--- src/rtl/scd_pkg.sv ---
// ----------------------------------------------------------------------------
// scd_pkg: shared types and constants of the serial command line decoder
// Byte classes, event and command codes, the command word table and the
// word types that pass between the decoder's parts.
// ----------------------------------------------------------------------------
`default_nettype none

package scd_pkg;

  // Event codes of a result word
  localparam logic [2:0] EV_NONE     = 3'd0;
  localparam logic [2:0] EV_ECHO     = 3'd1;
  localparam logic [2:0] EV_ERASE    = 3'd2;
  localparam logic [2:0] EV_TOO_LONG = 3'd3;
  localparam logic [2:0] EV_DONE     = 3'd4;

  // Command codes of a result word
  localparam logic [2:0] CMD_BALANCE     = 3'd0;
  localparam logic [2:0] CMD_STOP_ALL    = 3'd1;
  localparam logic [2:0] CMD_START_PRINT = 3'd2;
  localparam logic [2:0] CMD_STOP_PRINT  = 3'd3;
  localparam logic [2:0] CMD_MENU        = 3'd4;
  localparam logic [2:0] CMD_CLEAR       = 3'd5;
  localparam logic [2:0] CMD_INVALID     = 3'd6;

  // Character codes
  localparam logic [7:0] CH_BS      = 8'h08;
  localparam logic [7:0] CH_DEL     = 8'h7F;
  localparam logic [7:0] CH_CR      = 8'h0D;
  localparam logic [7:0] CH_LF      = 8'h0A;
  localparam logic [7:0] CH_SPACE   = 8'h20;
  localparam logic [7:0] CH_TILDE   = 8'h7E;
  localparam logic [6:0] CH_LOWER_C = 7'h63;
  localparam logic [6:0] CH_ZERO    = 7'h30;
  localparam logic [6:0] CH_NINE    = 7'h39;
  localparam logic [6:0] CH_UPPER_A = 7'h41;
  localparam logic [6:0] CH_UPPER_Z = 7'h5A;
  localparam logic [6:0] CASE_DELTA = 7'h20;

  localparam logic [6:0] MAX_CELL_RESET = 7'd16;

  // Fixed command words, checked in this order after the balance command
  localparam int NUM_WORDS = 5;
  localparam logic [2:0] WORD_R        = 3'd0;
  localparam logic [2:0] WORD_STARTAFE = 3'd1;
  localparam logic [2:0] WORD_STOPAFE  = 3'd2;
  localparam logic [2:0] WORD_MENU     = 3'd3;
  localparam logic [2:0] WORD_C        = 3'd4;

  typedef enum logic [1:0] {
    CLS_IGNORE,
    CLS_PRINT,
    CLS_ERASE,
    CLS_END
  } byte_class_t;

  typedef struct packed {
    byte_class_t cls;
    logic [6:0]  data;
  } item_t;

  typedef struct packed {
    logic [2:0] event_res;
    logic [2:0] command;
    logic [6:0] target_cell;
    logic [7:0] echo_byte;
  } result_t;

  // Word text, left aligned, zero padded.
  function automatic logic [63:0] word_text(input logic [2:0] w);
    logic [63:0] text;
    begin
      unique case (w)
        WORD_R:        text = {"r", 56'h0};
        WORD_STARTAFE: text = "startafe";
        WORD_STOPAFE:  text = {"stopafe", 8'h0};
        WORD_MENU:     text = {"menu", 32'h0};
        WORD_C:        text = {"c", 56'h0};
        default:       text = '0;
      endcase
      return text;
    end
  endfunction

  function automatic logic [3:0] word_len(input logic [2:0] w);
    logic [3:0] n;
    begin
      unique case (w)
        WORD_R:        n = 4'd1;
        WORD_STARTAFE: n = 4'd8;
        WORD_STOPAFE:  n = 4'd7;
        WORD_MENU:     n = 4'd4;
        WORD_C:        n = 4'd1;
        default:       n = 4'd0;
      endcase
      return n;
    end
  endfunction

  function automatic logic [2:0] word_command(input logic [2:0] w);
    logic [2:0] c;
    begin
      unique case (w)
        WORD_R:        c = CMD_STOP_ALL;
        WORD_STARTAFE: c = CMD_START_PRINT;
        WORD_STOPAFE:  c = CMD_STOP_PRINT;
        WORD_MENU:     c = CMD_MENU;
        WORD_C:        c = CMD_CLEAR;
        default:       c = CMD_INVALID;
      endcase
      return c;
    end
  endfunction

  function automatic logic [7:0] word_char(input logic [2:0] w, input logic [2:0] k);
    logic [63:0] shifted;
    begin
      shifted = word_text(w) << {k, 3'b000};
      return shifted[63:56];
    end
  endfunction

  function automatic logic [6:0] low_case(input logic [6:0] ch);
    logic [6:0] r;
    begin
      if (ch >= CH_UPPER_A && ch <= CH_UPPER_Z) begin
        r = ch + CASE_DELTA;
      end else begin
        r = ch;
      end
      return r;
    end
  endfunction

endpackage

`default_nettype wire

--- src/rtl/scd_in_if.sv ---
// ----------------------------------------------------------------------------
// scd_in_if: received byte channel
// Valid/ready channel that carries one received serial byte per word.
// ----------------------------------------------------------------------------
`default_nettype none

interface scd_in_if;
  logic       valid;
  logic       ready;
  logic [7:0] rx_byte;

  modport source (output valid, output rx_byte, input ready);
  modport sink (input valid, input rx_byte, output ready);
endinterface

`default_nettype wire

--- src/rtl/scd_out_if.sv ---
// ----------------------------------------------------------------------------
// scd_out_if: decoder result channel
// Valid/ready channel that carries one decoder result per word.
// ----------------------------------------------------------------------------
`default_nettype none

interface scd_out_if;
  logic       valid;
  logic       ready;
  logic [2:0] event_res;
  logic [2:0] command;
  logic [6:0] target_cell;
  logic [7:0] echo_byte;

  modport source (output valid, output event_res, output command, output target_cell,
                  output echo_byte, input ready);
  modport sink (input valid, input event_res, input command, input target_cell,
                input echo_byte, output ready);
endinterface

`default_nettype wire

--- src/rtl/scd_front.sv ---
// ----------------------------------------------------------------------------
// scd_front: byte classifier
// Accepts received bytes and registers each with its class: printable,
// erase, line end or ignored control byte.
// ----------------------------------------------------------------------------
`default_nettype none

module scd_front
  import scd_pkg::*;
(
  input  wire        clk,
  input  wire        rst,
  scd_in_if.sink     byte_ch,
  output item_t      item,
  output logic       item_valid,
  input  wire        item_ready
);

  logic        hold_valid;
  item_t       hold;
  item_t       classified;
  logic        accept;

  assign byte_ch.ready = !hold_valid || item_ready;
  assign accept        = byte_ch.valid && byte_ch.ready;

  always_comb begin
    classified.data = byte_ch.rx_byte[6:0];
    priority if (byte_ch.rx_byte == CH_CR || byte_ch.rx_byte == CH_LF) begin
      classified.cls = CLS_END;
    end else if (byte_ch.rx_byte == CH_BS || byte_ch.rx_byte == CH_DEL) begin
      classified.cls = CLS_ERASE;
    end else if (byte_ch.rx_byte >= CH_SPACE && byte_ch.rx_byte <= CH_TILDE) begin
      classified.cls = CLS_PRINT;
    end else begin
      classified.cls = CLS_IGNORE;
    end
  end

  always_ff @(posedge clk) begin
    if (rst) begin
      hold_valid <= 1'b0;
    end else if (accept) begin
      hold_valid <= 1'b1;
    end else if (item_ready) begin
      hold_valid <= 1'b0;
    end
  end

  always_ff @(posedge clk) begin
    if (accept) begin
      hold <= classified;
    end
  end

  assign item       = hold;
  assign item_valid = hold_valid;

endmodule

`default_nettype wire

--- src/rtl/scd_queue.sv ---
// ----------------------------------------------------------------------------
// scd_queue: two-word queue between classifier and line engine
// Small first-in first-out buffer of classified bytes.
// ----------------------------------------------------------------------------
`default_nettype none

module scd_queue
  import scd_pkg::*;
(
  input  wire   clk,
  input  wire   rst,
  input  wire   push_valid,
  input  item_t push_item,
  output logic  push_ready,
  output logic  pop_valid,
  output item_t pop_item,
  input  wire   pop_ready
);

  item_t       slot [2];
  logic        wr_ptr;
  logic        rd_ptr;
  logic [1:0]  count;
  logic        push;
  logic        pop;

  assign push_ready = (count != 2'd2);
  assign pop_valid  = (count != 2'd0);
  assign push       = push_valid && push_ready;
  assign pop        = pop_valid && pop_ready;
  assign pop_item   = slot[rd_ptr];

  always_ff @(posedge clk) begin
    if (rst) begin
      wr_ptr <= 1'b0;
      rd_ptr <= 1'b0;
      count  <= 2'd0;
    end else begin
      if (push) begin
        wr_ptr <= !wr_ptr;
      end
      if (pop) begin
        rd_ptr <= !rd_ptr;
      end
      unique case ({push, pop})
        2'b10:   count <= count + 2'd1;
        2'b01:   count <= count - 2'd1;
        default: count <= count;
      endcase
    end
  end

  always_ff @(posedge clk) begin
    if (push) begin
      slot[wr_ptr] <= push_item;
    end
  end

endmodule

`default_nettype wire

--- src/rtl/scd_back.sv ---
// ----------------------------------------------------------------------------
// scd_back: line engine
// Keeps the edited line in a small memory, applies each classified byte and
// scans the line one character a cycle at a line end to find the command.
// ----------------------------------------------------------------------------
`default_nettype none

module scd_back
  import scd_pkg::*;
#(
  parameter int LINE_DEPTH = 32
) (
  input  wire        clk,
  input  wire        rst,
  input  wire  [6:0] max_cell,
  input  wire        pop_valid,
  input  item_t      pop_item,
  output logic       pop_ready,
  scd_out_if.source  result_ch
);

  localparam int STORE_DEPTH = LINE_DEPTH - 1;
  localparam int IDX_W       = $clog2(STORE_DEPTH);
  localparam int LEN_W       = $clog2(LINE_DEPTH);

  typedef enum logic [2:0] {
    S_IDLE = 3'b001,
    S_SCAN = 3'b010,
    S_DONE = 3'b100
  } state_t;

  state_t                 state, state_next;
  logic [LEN_W-1:0]       len, len_next;
  logic [LEN_W-1:0]       rd_idx, rd_idx_next;
  logic                   ev_valid, ev_valid_next;
  logic [LEN_W-1:0]       ev_idx;
  logic                   ok_bal, ok_bal_next;
  logic [NUM_WORDS-1:0]   ok_word, ok_word_next;
  logic [6:0]             value, value_next;
  logic                   out_valid, out_valid_next;
  result_t                res, res_next;

  logic [6:0]             line_store [STORE_DEPTH];
  logic [6:0]             rdata;
  logic                   mem_we;
  logic                   rd_en;

  logic                   out_free;
  logic [8:0]             pos;
  logic [6:0]             lc;
  logic [10:0]            value_wide;
  logic                   is_balance;
  logic [2:0]             found_cmd;
  result_t                done_res;

  assign out_free = !out_valid || result_ch.ready;
  assign pos      = 9'(ev_idx);
  assign lc       = low_case(rdata);
  assign value_wide = {1'b0, value, 3'b000} + {3'b000, value, 1'b0} + 11'(rdata - CH_ZERO);

  // Final decision from the flags gathered during the scan.
  always_comb begin
    is_balance = ok_bal && (len >= LEN_W'(2)) && (value != 7'd0);
    found_cmd  = CMD_INVALID;
    for (int i = NUM_WORDS - 1; i >= 0; i--) begin
      if (ok_word[i] && (9'(len) == 9'(word_len(3'(i))))) begin
        found_cmd = word_command(3'(i));
      end
    end
    done_res             = '0;
    done_res.event_res   = EV_DONE;
    if (is_balance) begin
      done_res.command     = CMD_BALANCE;
      done_res.target_cell = value;
    end else begin
      done_res.command     = found_cmd;
    end
  end

  always_comb begin
    state_next     = state;
    len_next       = len;
    rd_idx_next    = rd_idx;
    ev_valid_next  = 1'b0;
    ok_bal_next    = ok_bal;
    ok_word_next   = ok_word;
    value_next     = value;
    out_valid_next = out_valid && !result_ch.ready;
    res_next       = res;
    mem_we         = 1'b0;
    rd_en          = 1'b0;
    pop_ready      = 1'b0;

    unique case (state)
      S_IDLE: begin
        if (pop_valid && out_free) begin
          pop_ready      = 1'b1;
          out_valid_next = 1'b1;
          res_next       = '0;
          unique case (pop_item.cls)
            CLS_PRINT: begin
              if (len < LEN_W'(STORE_DEPTH)) begin
                mem_we             = 1'b1;
                len_next           = len + LEN_W'(1);
                res_next.event_res = EV_ECHO;
                res_next.echo_byte = {1'b0, pop_item.data};
              end else begin
                len_next           = '0;
                res_next.event_res = EV_TOO_LONG;
              end
            end
            CLS_ERASE: begin
              if (len != '0) begin
                len_next           = len - LEN_W'(1);
                res_next.event_res = EV_ERASE;
              end
            end
            CLS_END: begin
              if (len != '0) begin
                // The result is produced after the scan instead.
                out_valid_next = out_valid && !result_ch.ready;
                res_next       = res;
                state_next     = S_SCAN;
                rd_idx_next    = '0;
                ok_bal_next    = 1'b1;
                ok_word_next   = '1;
                value_next     = '0;
              end
            end
            default: begin
            end
          endcase
        end
      end
      S_SCAN: begin
        if (rd_idx < len) begin
          rd_en         = 1'b1;
          rd_idx_next   = rd_idx + LEN_W'(1);
          ev_valid_next = 1'b1;
        end
        if (ev_valid) begin
          for (int i = 0; i < NUM_WORDS; i++) begin
            if (pos < 9'(word_len(3'(i))) &&
                {1'b0, lc} != word_char(3'(i), pos[2:0])) begin
              ok_word_next[i] = 1'b0;
            end
          end
          if (pos == 9'd0) begin
            if (lc != CH_LOWER_C) begin
              ok_bal_next = 1'b0;
            end
          end else if (rdata < CH_ZERO || rdata > CH_NINE) begin
            ok_bal_next = 1'b0;
          end else begin
            if (value_wide > 11'(max_cell)) begin
              ok_bal_next = 1'b0;
            end
            value_next = value_wide[6:0];
          end
          // The flags keep their failure once set, so a garbage value later on
          // does not matter.
          if (!ok_bal) begin
            ok_bal_next = 1'b0;
          end
          if (ev_idx == LEN_W'(len - LEN_W'(1))) begin
            state_next = S_DONE;
          end
        end
      end
      S_DONE: begin
        if (out_free) begin
          out_valid_next = 1'b1;
          res_next       = done_res;
          len_next       = '0;
          state_next     = S_IDLE;
        end
      end
      default: begin
        state_next = S_IDLE;
      end
    endcase
  end

  always_ff @(posedge clk) begin
    if (rst) begin
      state     <= S_IDLE;
      len       <= '0;
      rd_idx    <= '0;
      ev_valid  <= 1'b0;
      ok_bal    <= 1'b0;
      ok_word   <= '0;
      value     <= '0;
      out_valid <= 1'b0;
    end else begin
      state     <= state_next;
      len       <= len_next;
      rd_idx    <= rd_idx_next;
      ev_valid  <= ev_valid_next;
      ok_bal    <= ok_bal_next;
      ok_word   <= ok_word_next;
      value     <= value_next;
      out_valid <= out_valid_next;
    end
  end

  always_ff @(posedge clk) begin
    res    <= res_next;
    ev_idx <= rd_idx;
  end

  always_ff @(posedge clk) begin
    if (mem_we) begin
      line_store[len[IDX_W-1:0]] <= pop_item.data;
    end
    if (rd_en) begin
      rdata <= line_store[rd_idx[IDX_W-1:0]];
    end
  end

  assign result_ch.valid       = out_valid;
  assign result_ch.event_res   = res.event_res;
  assign result_ch.command     = res.command;
  assign result_ch.target_cell = res.target_cell;
  assign result_ch.echo_byte   = res.echo_byte;

endmodule

`default_nettype wire

--- src/rtl/serial_command_line_decoder.sv ---
// ----------------------------------------------------------------------------
// serial_command_line_decoder: edited command line and command matcher
//
//   channel     dir  handshake      payload
//   byte_ch     in   valid/ready    rx_byte[7:0]
//   result_ch   out  valid/ready    event_res[2:0] command[2:0]
//                                   target_cell[6:0] echo_byte[7:0]
//   wr_en       in   write enable   wr_data[6:0] (max_cell)
//
// A byte that edits the line yields its result word in the cycle after it
// reaches the line engine. A line end scans the stored line through the
// single read port of the line memory, one character a cycle, and gives its
// result word once the scan ends and the result channel is free. A two-word
// queue sits between classifier and line engine, so bytes are taken while a
// result waits. Reset is synchronous; the line memory needs no clearing.
// ----------------------------------------------------------------------------
`default_nettype none

module serial_command_line_decoder
  import scd_pkg::*;
#(
  parameter int LINE_DEPTH = 32
) (
  input  wire        clk,
  input  wire        rst,
  scd_in_if.sink     byte_ch,
  scd_out_if.source  result_ch,
  input  wire        wr_en,
  input  wire  [6:0] wr_data
);

  logic [6:0] max_cell;
  item_t      front_item;
  logic       front_valid;
  logic       front_ready;
  item_t      queue_item;
  logic       queue_valid;
  logic       queue_ready;

  always_ff @(posedge clk) begin
    if (rst) begin
      max_cell <= MAX_CELL_RESET;
    end else if (wr_en) begin
      max_cell <= wr_data;
    end
  end

  scd_front u_front (
    .clk        (clk),
    .rst        (rst),
    .byte_ch    (byte_ch),
    .item       (front_item),
    .item_valid (front_valid),
    .item_ready (front_ready)
  );

  scd_queue u_queue (
    .clk        (clk),
    .rst        (rst),
    .push_valid (front_valid),
    .push_item  (front_item),
    .push_ready (front_ready),
    .pop_valid  (queue_valid),
    .pop_item   (queue_item),
    .pop_ready  (queue_ready)
  );

  scd_back #(
    .LINE_DEPTH (LINE_DEPTH)
  ) u_back (
    .clk       (clk),
    .rst       (rst),
    .max_cell  (max_cell),
    .pop_valid (queue_valid),
    .pop_item  (queue_item),
    .pop_ready (queue_ready),
    .result_ch (result_ch)
  );

endmodule

`default_nettype wire
--- src/flat_wrapper.sv ---
// flat-port wrapper written by rule: the top's interface ports become plain ports
module serial_command_line_decoder_flat import scd_pkg::*;
#(
  parameter int LINE_DEPTH = 32
)
  (clk, rst, wr_en, wr_data, byte_ch_valid, byte_ch_rx_byte, byte_ch_ready, result_ch_valid, result_ch_event_res, result_ch_command, result_ch_target_cell, result_ch_echo_byte, result_ch_ready);
  scd_in_if byte_ch_i ();
  scd_out_if result_ch_i ();
  input  wire clk;
  input  wire rst;
  input  wire wr_en;
  input  wire  [6:0] wr_data;
  input wire logic [$bits(byte_ch_i.valid)-1:0] byte_ch_valid;
  input wire logic [$bits(byte_ch_i.rx_byte)-1:0] byte_ch_rx_byte;
  output wire logic [$bits(byte_ch_i.ready)-1:0] byte_ch_ready;
  output wire logic [$bits(result_ch_i.valid)-1:0] result_ch_valid;
  output wire logic [$bits(result_ch_i.event_res)-1:0] result_ch_event_res;
  output wire logic [$bits(result_ch_i.command)-1:0] result_ch_command;
  output wire logic [$bits(result_ch_i.target_cell)-1:0] result_ch_target_cell;
  output wire logic [$bits(result_ch_i.echo_byte)-1:0] result_ch_echo_byte;
  input wire logic [$bits(result_ch_i.ready)-1:0] result_ch_ready;
  assign byte_ch_i.valid = byte_ch_valid;
  assign byte_ch_i.rx_byte = byte_ch_rx_byte;
  assign byte_ch_ready = byte_ch_i.ready;
  assign result_ch_valid = result_ch_i.valid;
  assign result_ch_event_res = result_ch_i.event_res;
  assign result_ch_command = result_ch_i.command;
  assign result_ch_target_cell = result_ch_i.target_cell;
  assign result_ch_echo_byte = result_ch_i.echo_byte;
  assign result_ch_i.ready = result_ch_ready;
  serial_command_line_decoder #(.LINE_DEPTH(LINE_DEPTH)) u_core (.clk(clk), .rst(rst), .byte_ch(byte_ch_i), .result_ch(result_ch_i), .wr_en(wr_en), .wr_data(wr_data));
endmodule
--- config.mk ---
export PLATFORM = sky130hd
export DESIGN_NAME = serial_command_line_decoder_flat
export DESIGN_NICKNAME = d
export VERILOG_FILES = /design/src/rtl/scd_pkg.sv /design/src/rtl/scd_in_if.sv /design/src/rtl/scd_out_if.sv /design/src/rtl/scd_front.sv /design/src/rtl/scd_queue.sv /design/src/rtl/scd_back.sv /design/src/rtl/serial_command_line_decoder.sv /design/src/flat_wrapper.sv
export SDC_FILE = /design/constraint.sdc
export NUM_CORES = 1
export LEC_CHECK = 0
export BUFFER_PORTS_ARGS = -buffer_cell sky130_fd_sc_hd__buf_2
export CAP_MARGIN = 20
export CORE_MARGIN = 2
export CORE_UTILIZATION = 60
export CTS_BUF_LIST = sky130_fd_sc_hd__clkbuf_2 sky130_fd_sc_hd__clkbuf_4 sky130_fd_sc_hd__clkbuf_8
export DETAILED_ROUTE_END_ITERATION = 10
export GPL_TIMING_DRIVEN = 0
export PLACE_DENSITY = 0.77
export SYNTH_ARGS = -nofsm -noshare
export SYNTH_HDL_FRONTEND = slang
export SYNTH_SLANG_ARGS = --single-unit
--- constraint.sdc ---
create_clock -name clk -period 4.4 [get_ports clk]
set_input_delay 0.88 -clock clk [delete_from_list [all_inputs] [get_ports clk]]
set_output_delay 0.88 -clock clk [all_outputs]
set_load 0.005 [all_outputs]
==> results.yml <==
grt:
  grt_pass1_vias: 8046
  grtUsageMet2_pct: 40.22
  grt_pass1_wl_um: 44890
  grt_max_degree: 33
  grtUsageMet3_pct: 5.452
  gr-total-overflow: 0
  grt.busiest_layer: "met2"
  antenna_found_initial: 0
  grt_use_total_pct: 24.64
  met1_usage_pct: 33.75
final_layout:
  diodes: 0
  fin_nets: 1114
  fill_cells: 1613
  drive_above_1_share_pct: 19.35
  area_growth_pct: 11.29
yosys:
  synthFlopType: "edfxtp_1"
  post_synth.cell_area_avg_um2: 14.81
  seq_area_frac_synth_pct: 64.32
  syn-cell-area_um2: 14080
  synth_edf_count: 271
  ys_ff_latch: 317
  yosys_warnings: 0
  yosysUniqueCellTypes: 62
  synthArstFlopShare_pct: 0
  syn-num-nets: 1023
  syn_inst: 951
timing:
  grt_setup_unrepaired: "false"
  fmax_mhz: 267.2
  slew_violations: 0
  hold_viol: 0
  tightest_slew_ps: 979.9
  slew_headroom_pct: 34.17
  setup_viol: 0
  finalSetupTns_ps: 0
  holdWs_ps: 379.5
  fin_worst_skew_ps: 28.51
  min_period_ps: 3743
  fin_crit_sh_pct: 85.06
cts:
  htreeDepth: 2
  cts_setup_buffers: 0
  cts_sinks: 317
  clock_latency_ps: 580
  cts_hold_buf: 0
  clock_path_buffers: 3
  cts_resized: 0
  clkTransAtPathRegs_ps: 60
  cts_made_buffers: 49
  cts_root_buf: "clkbuf_8"
  cts_tree: "done"
setup_path:
  crit_type: "reg2reg"
  critPathArrivalTime_ps: 4200
  worst_setup_path_start_kind: "register"
  cp_max_fo: 10
  cp-end-kind: "register"
  worst_ep_required_time_ps: 4850
outcome:
  outcome: "finished, final reports clean"
floorplanning:
  dieHeight_um: 157.2
  start_util_pct: 60.54
  fp.dieW_um: 157.2
  design.core.area_um2: 23260
  dieArea_um2: 24710
  rows: 56
  ios: 43
power_and_ir_drop:
  p_per_area_nw_per_um2: 459.5
  ir_worst_vdd_v: 0.0003380
  leakage_nw: 5.287
detailed_routing:
  drt_pass1_iterations: 5
  drt_iter0_drc: 707
  vias: 8319
  wl_per_cell_um: 21.36
  wl_um: 29880
  drc: 0
  vias_per_cell: 5.946
  final_antenna_net_count: 0
place:
  gp_congestion: 0.8763
  portBuffers: 39
  dp_hpwl_um: 20100
run:
  cap_violations: 0
worst_hold_path:
  hold_class: "reg2reg"
==> area by class of cell <==
| cell class | instances | area [um2] | share of cell area, % |
|---|---|---|---|
| multi-input combinational | 545 | 4674 | 29.82 |
| clock buffer | 66 | 814.5 | 5.197 |
| inverter | 45 | 168.9 | 1.078 |
| clock inverter | 23 | 163.9 | 1.046 |
| timing repair buffer | 40 | 210.2 | 1.341 |
| sequential | 317 | 9059 | 57.80 |
| tap | 319 | 399.1 | 2.546 |
| buffer | 44 | 183.9 | 1.173 |
==> sequential cells by signal (all words and copies together) (netlist names), named ones only <==
register	cells
u_core.u_back.line_store	217
u_core.u_queue.slot	18
u_core.u_front.item	9
u_core.max_cell	7
u_core.u_back.rdata	7
u_core.u_back.result_ch.echo_byte	7
u_core.u_back.result_ch.target_cell	7
u_core.u_back.value	7
u_core.u_back.ev_idx	5
u_core.u_back.len	5
u_core.u_back.ok_word	5
u_core.u_back.rd_idx	5
u_core.u_back.result_ch.command	3
u_core.u_back.result_ch.event_res	3
u_core.u_back.state	3
u_core.u_queue.count	2
u_core.u_back.ev_valid	1
u_core.u_back.ok_bal	1
u_core.u_back.result_ch.valid	1
u_core.u_front.item_valid	1
u_core.u_queue.rd_ptr	1
u_core.u_queue.wr_ptr	1
==> critical path, cell delays in order (launching register included) <==
cell and delay (ps):
edfxtp_1 390, buf_2 230, inv_1 190, ha_1 330, inv_1 60, fa_1 470, inv_1 40, ha_1 340
o21a_1 180, o31a_1 120, a21oi_1 250, ha_1 310, nand4_1 100, o21ai_0 80, o21ai_0 230, nor4_1 90
a41o_1 220
==> Yosys cell counts (all sizes together) (20+ instances only) <==
| cell type | count | area share (%) |
|---|---|---|
| dfxtp | 46 | 6.5 |
| mux4 | 65 | 10 |
| a21oi | 35 | 1.2 |
| edfxtp | 271 | 58 |
| mux2i | 20 | 1.4 |
| nand2 | 47 | 1.3 |
| ha | 46 | 4.1 |
| o21ai | 35 | 1.2 |
| buf | 20 | 0.67 |
| clkbuf | 24 | 0.64 |
| nand3 | 27 | 0.96 |
| inv | 45 | 1.2 |
| xnor2 | 22 | 1.4 |
| nor2 | 86 | 2.3 |
| nor3 | 26 | 0.92 |
==> routing by layer <==
metal / vias to the layer above / wire (um)
li1: 3791 / -
met1: 4116 / 12390
met2: 339 / 14520
met3: 73 / 2191
met4: 0 / 775
met5: - / 0
==> power by group <==
part	switching [W]	internal [W]
Sequential	0.0000657	0.00363
Combinational	0.000720	0.000356
Clock	0.00111	0.00133
==> logic make-up after synthesis <==
kind of cell	Yosys count	share of synthesized area (%)
other cells	1	0.02663
compound gates	112	4.878
buf+inv	89	2.505
fa+ha+maj	52	4.940
simple gates	247	8.236
mux	100	13.04
flops	317	64.32
xor+xnor	33	2.052
==> cells in the final DEF (no fill, tap or decap), types with 6 or more instances in the layout <==
| cell type | n |
|---|---|
| nand3_1 | 27 |
| a31oi_1 | 6 |
| nand2b_1 | 7 |
| inv_1 | 43 |
| clkinv_2 | 6 |
| clkbuf_4 | 15 |
| ha_1 | 46 |
| nor2b_1 | 14 |
| edfxtp_1 | 271 |
| mux2_2 | 15 |
| mux4_2 | 64 |
| dfxtp_1 | 46 |
| a21oi_1 | 35 |
| nand4_1 | 7 |
| xor2_1 | 11 |
| and2_1 | 6 |
| nand2_1 | 47 |
| nor4_1 | 6 |
| clkinv_1 | 13 |
| xnor2_1 | 22 |
| fa_1 | 6 |
| o21ai_0 | 23 |
| nor2_1 | 86 |
| o21ai_1 | 12 |
| clkbuf_8 | 51 |
| buf_2 | 45 |
| mux2i_1 | 20 |
| nor3_1 | 26 |
| or3_1 | 6 |
| buf_1 | 12 |
| clkbuf_1 | 24 |
==> final timing paths <==
| kind | start | endpoint | slack [ps] | cells after the start |
|---|---|---|---|---|
| max | u_core.u_back.rdata[4] | u_core.u_back.ok_bal | 660 | 16 |
| max reg2reg | u_core.u_back.rdata[4] | u_core.u_back.ok_bal | 660 | 16 |
| min | u_core.u_back.rd_idx[2] | u_core.u_back.ev_idx[2] | 380 | 0 |
| min reg2reg | u_core.u_back.rd_idx[2] | u_core.u_back.ev_idx[2] | 380 | 0 |
==> per-stage QoR <==
step | std cells | area (um2) | util, % | power [W] | worst slack, ps
after floorplan | 951 | 14080 | - | 0.004410 | 1188
after global placement | 1309 | 14680 | 63.10 | 0.004766 | 704.4
after detailed placement | 1310 | 14700 | 63.17 | 0.004818 | 650.2
after CTS | 1399 | 15670 | 67.38 | 0.007218 | 635.6
after global routing | 1399 | 15670 | 67.38 | 0.007465 | 363.3
final | 1399 | 15670 | 67.38 | 0.007202 | 657.4
Power figures use the tool's default switching activity.
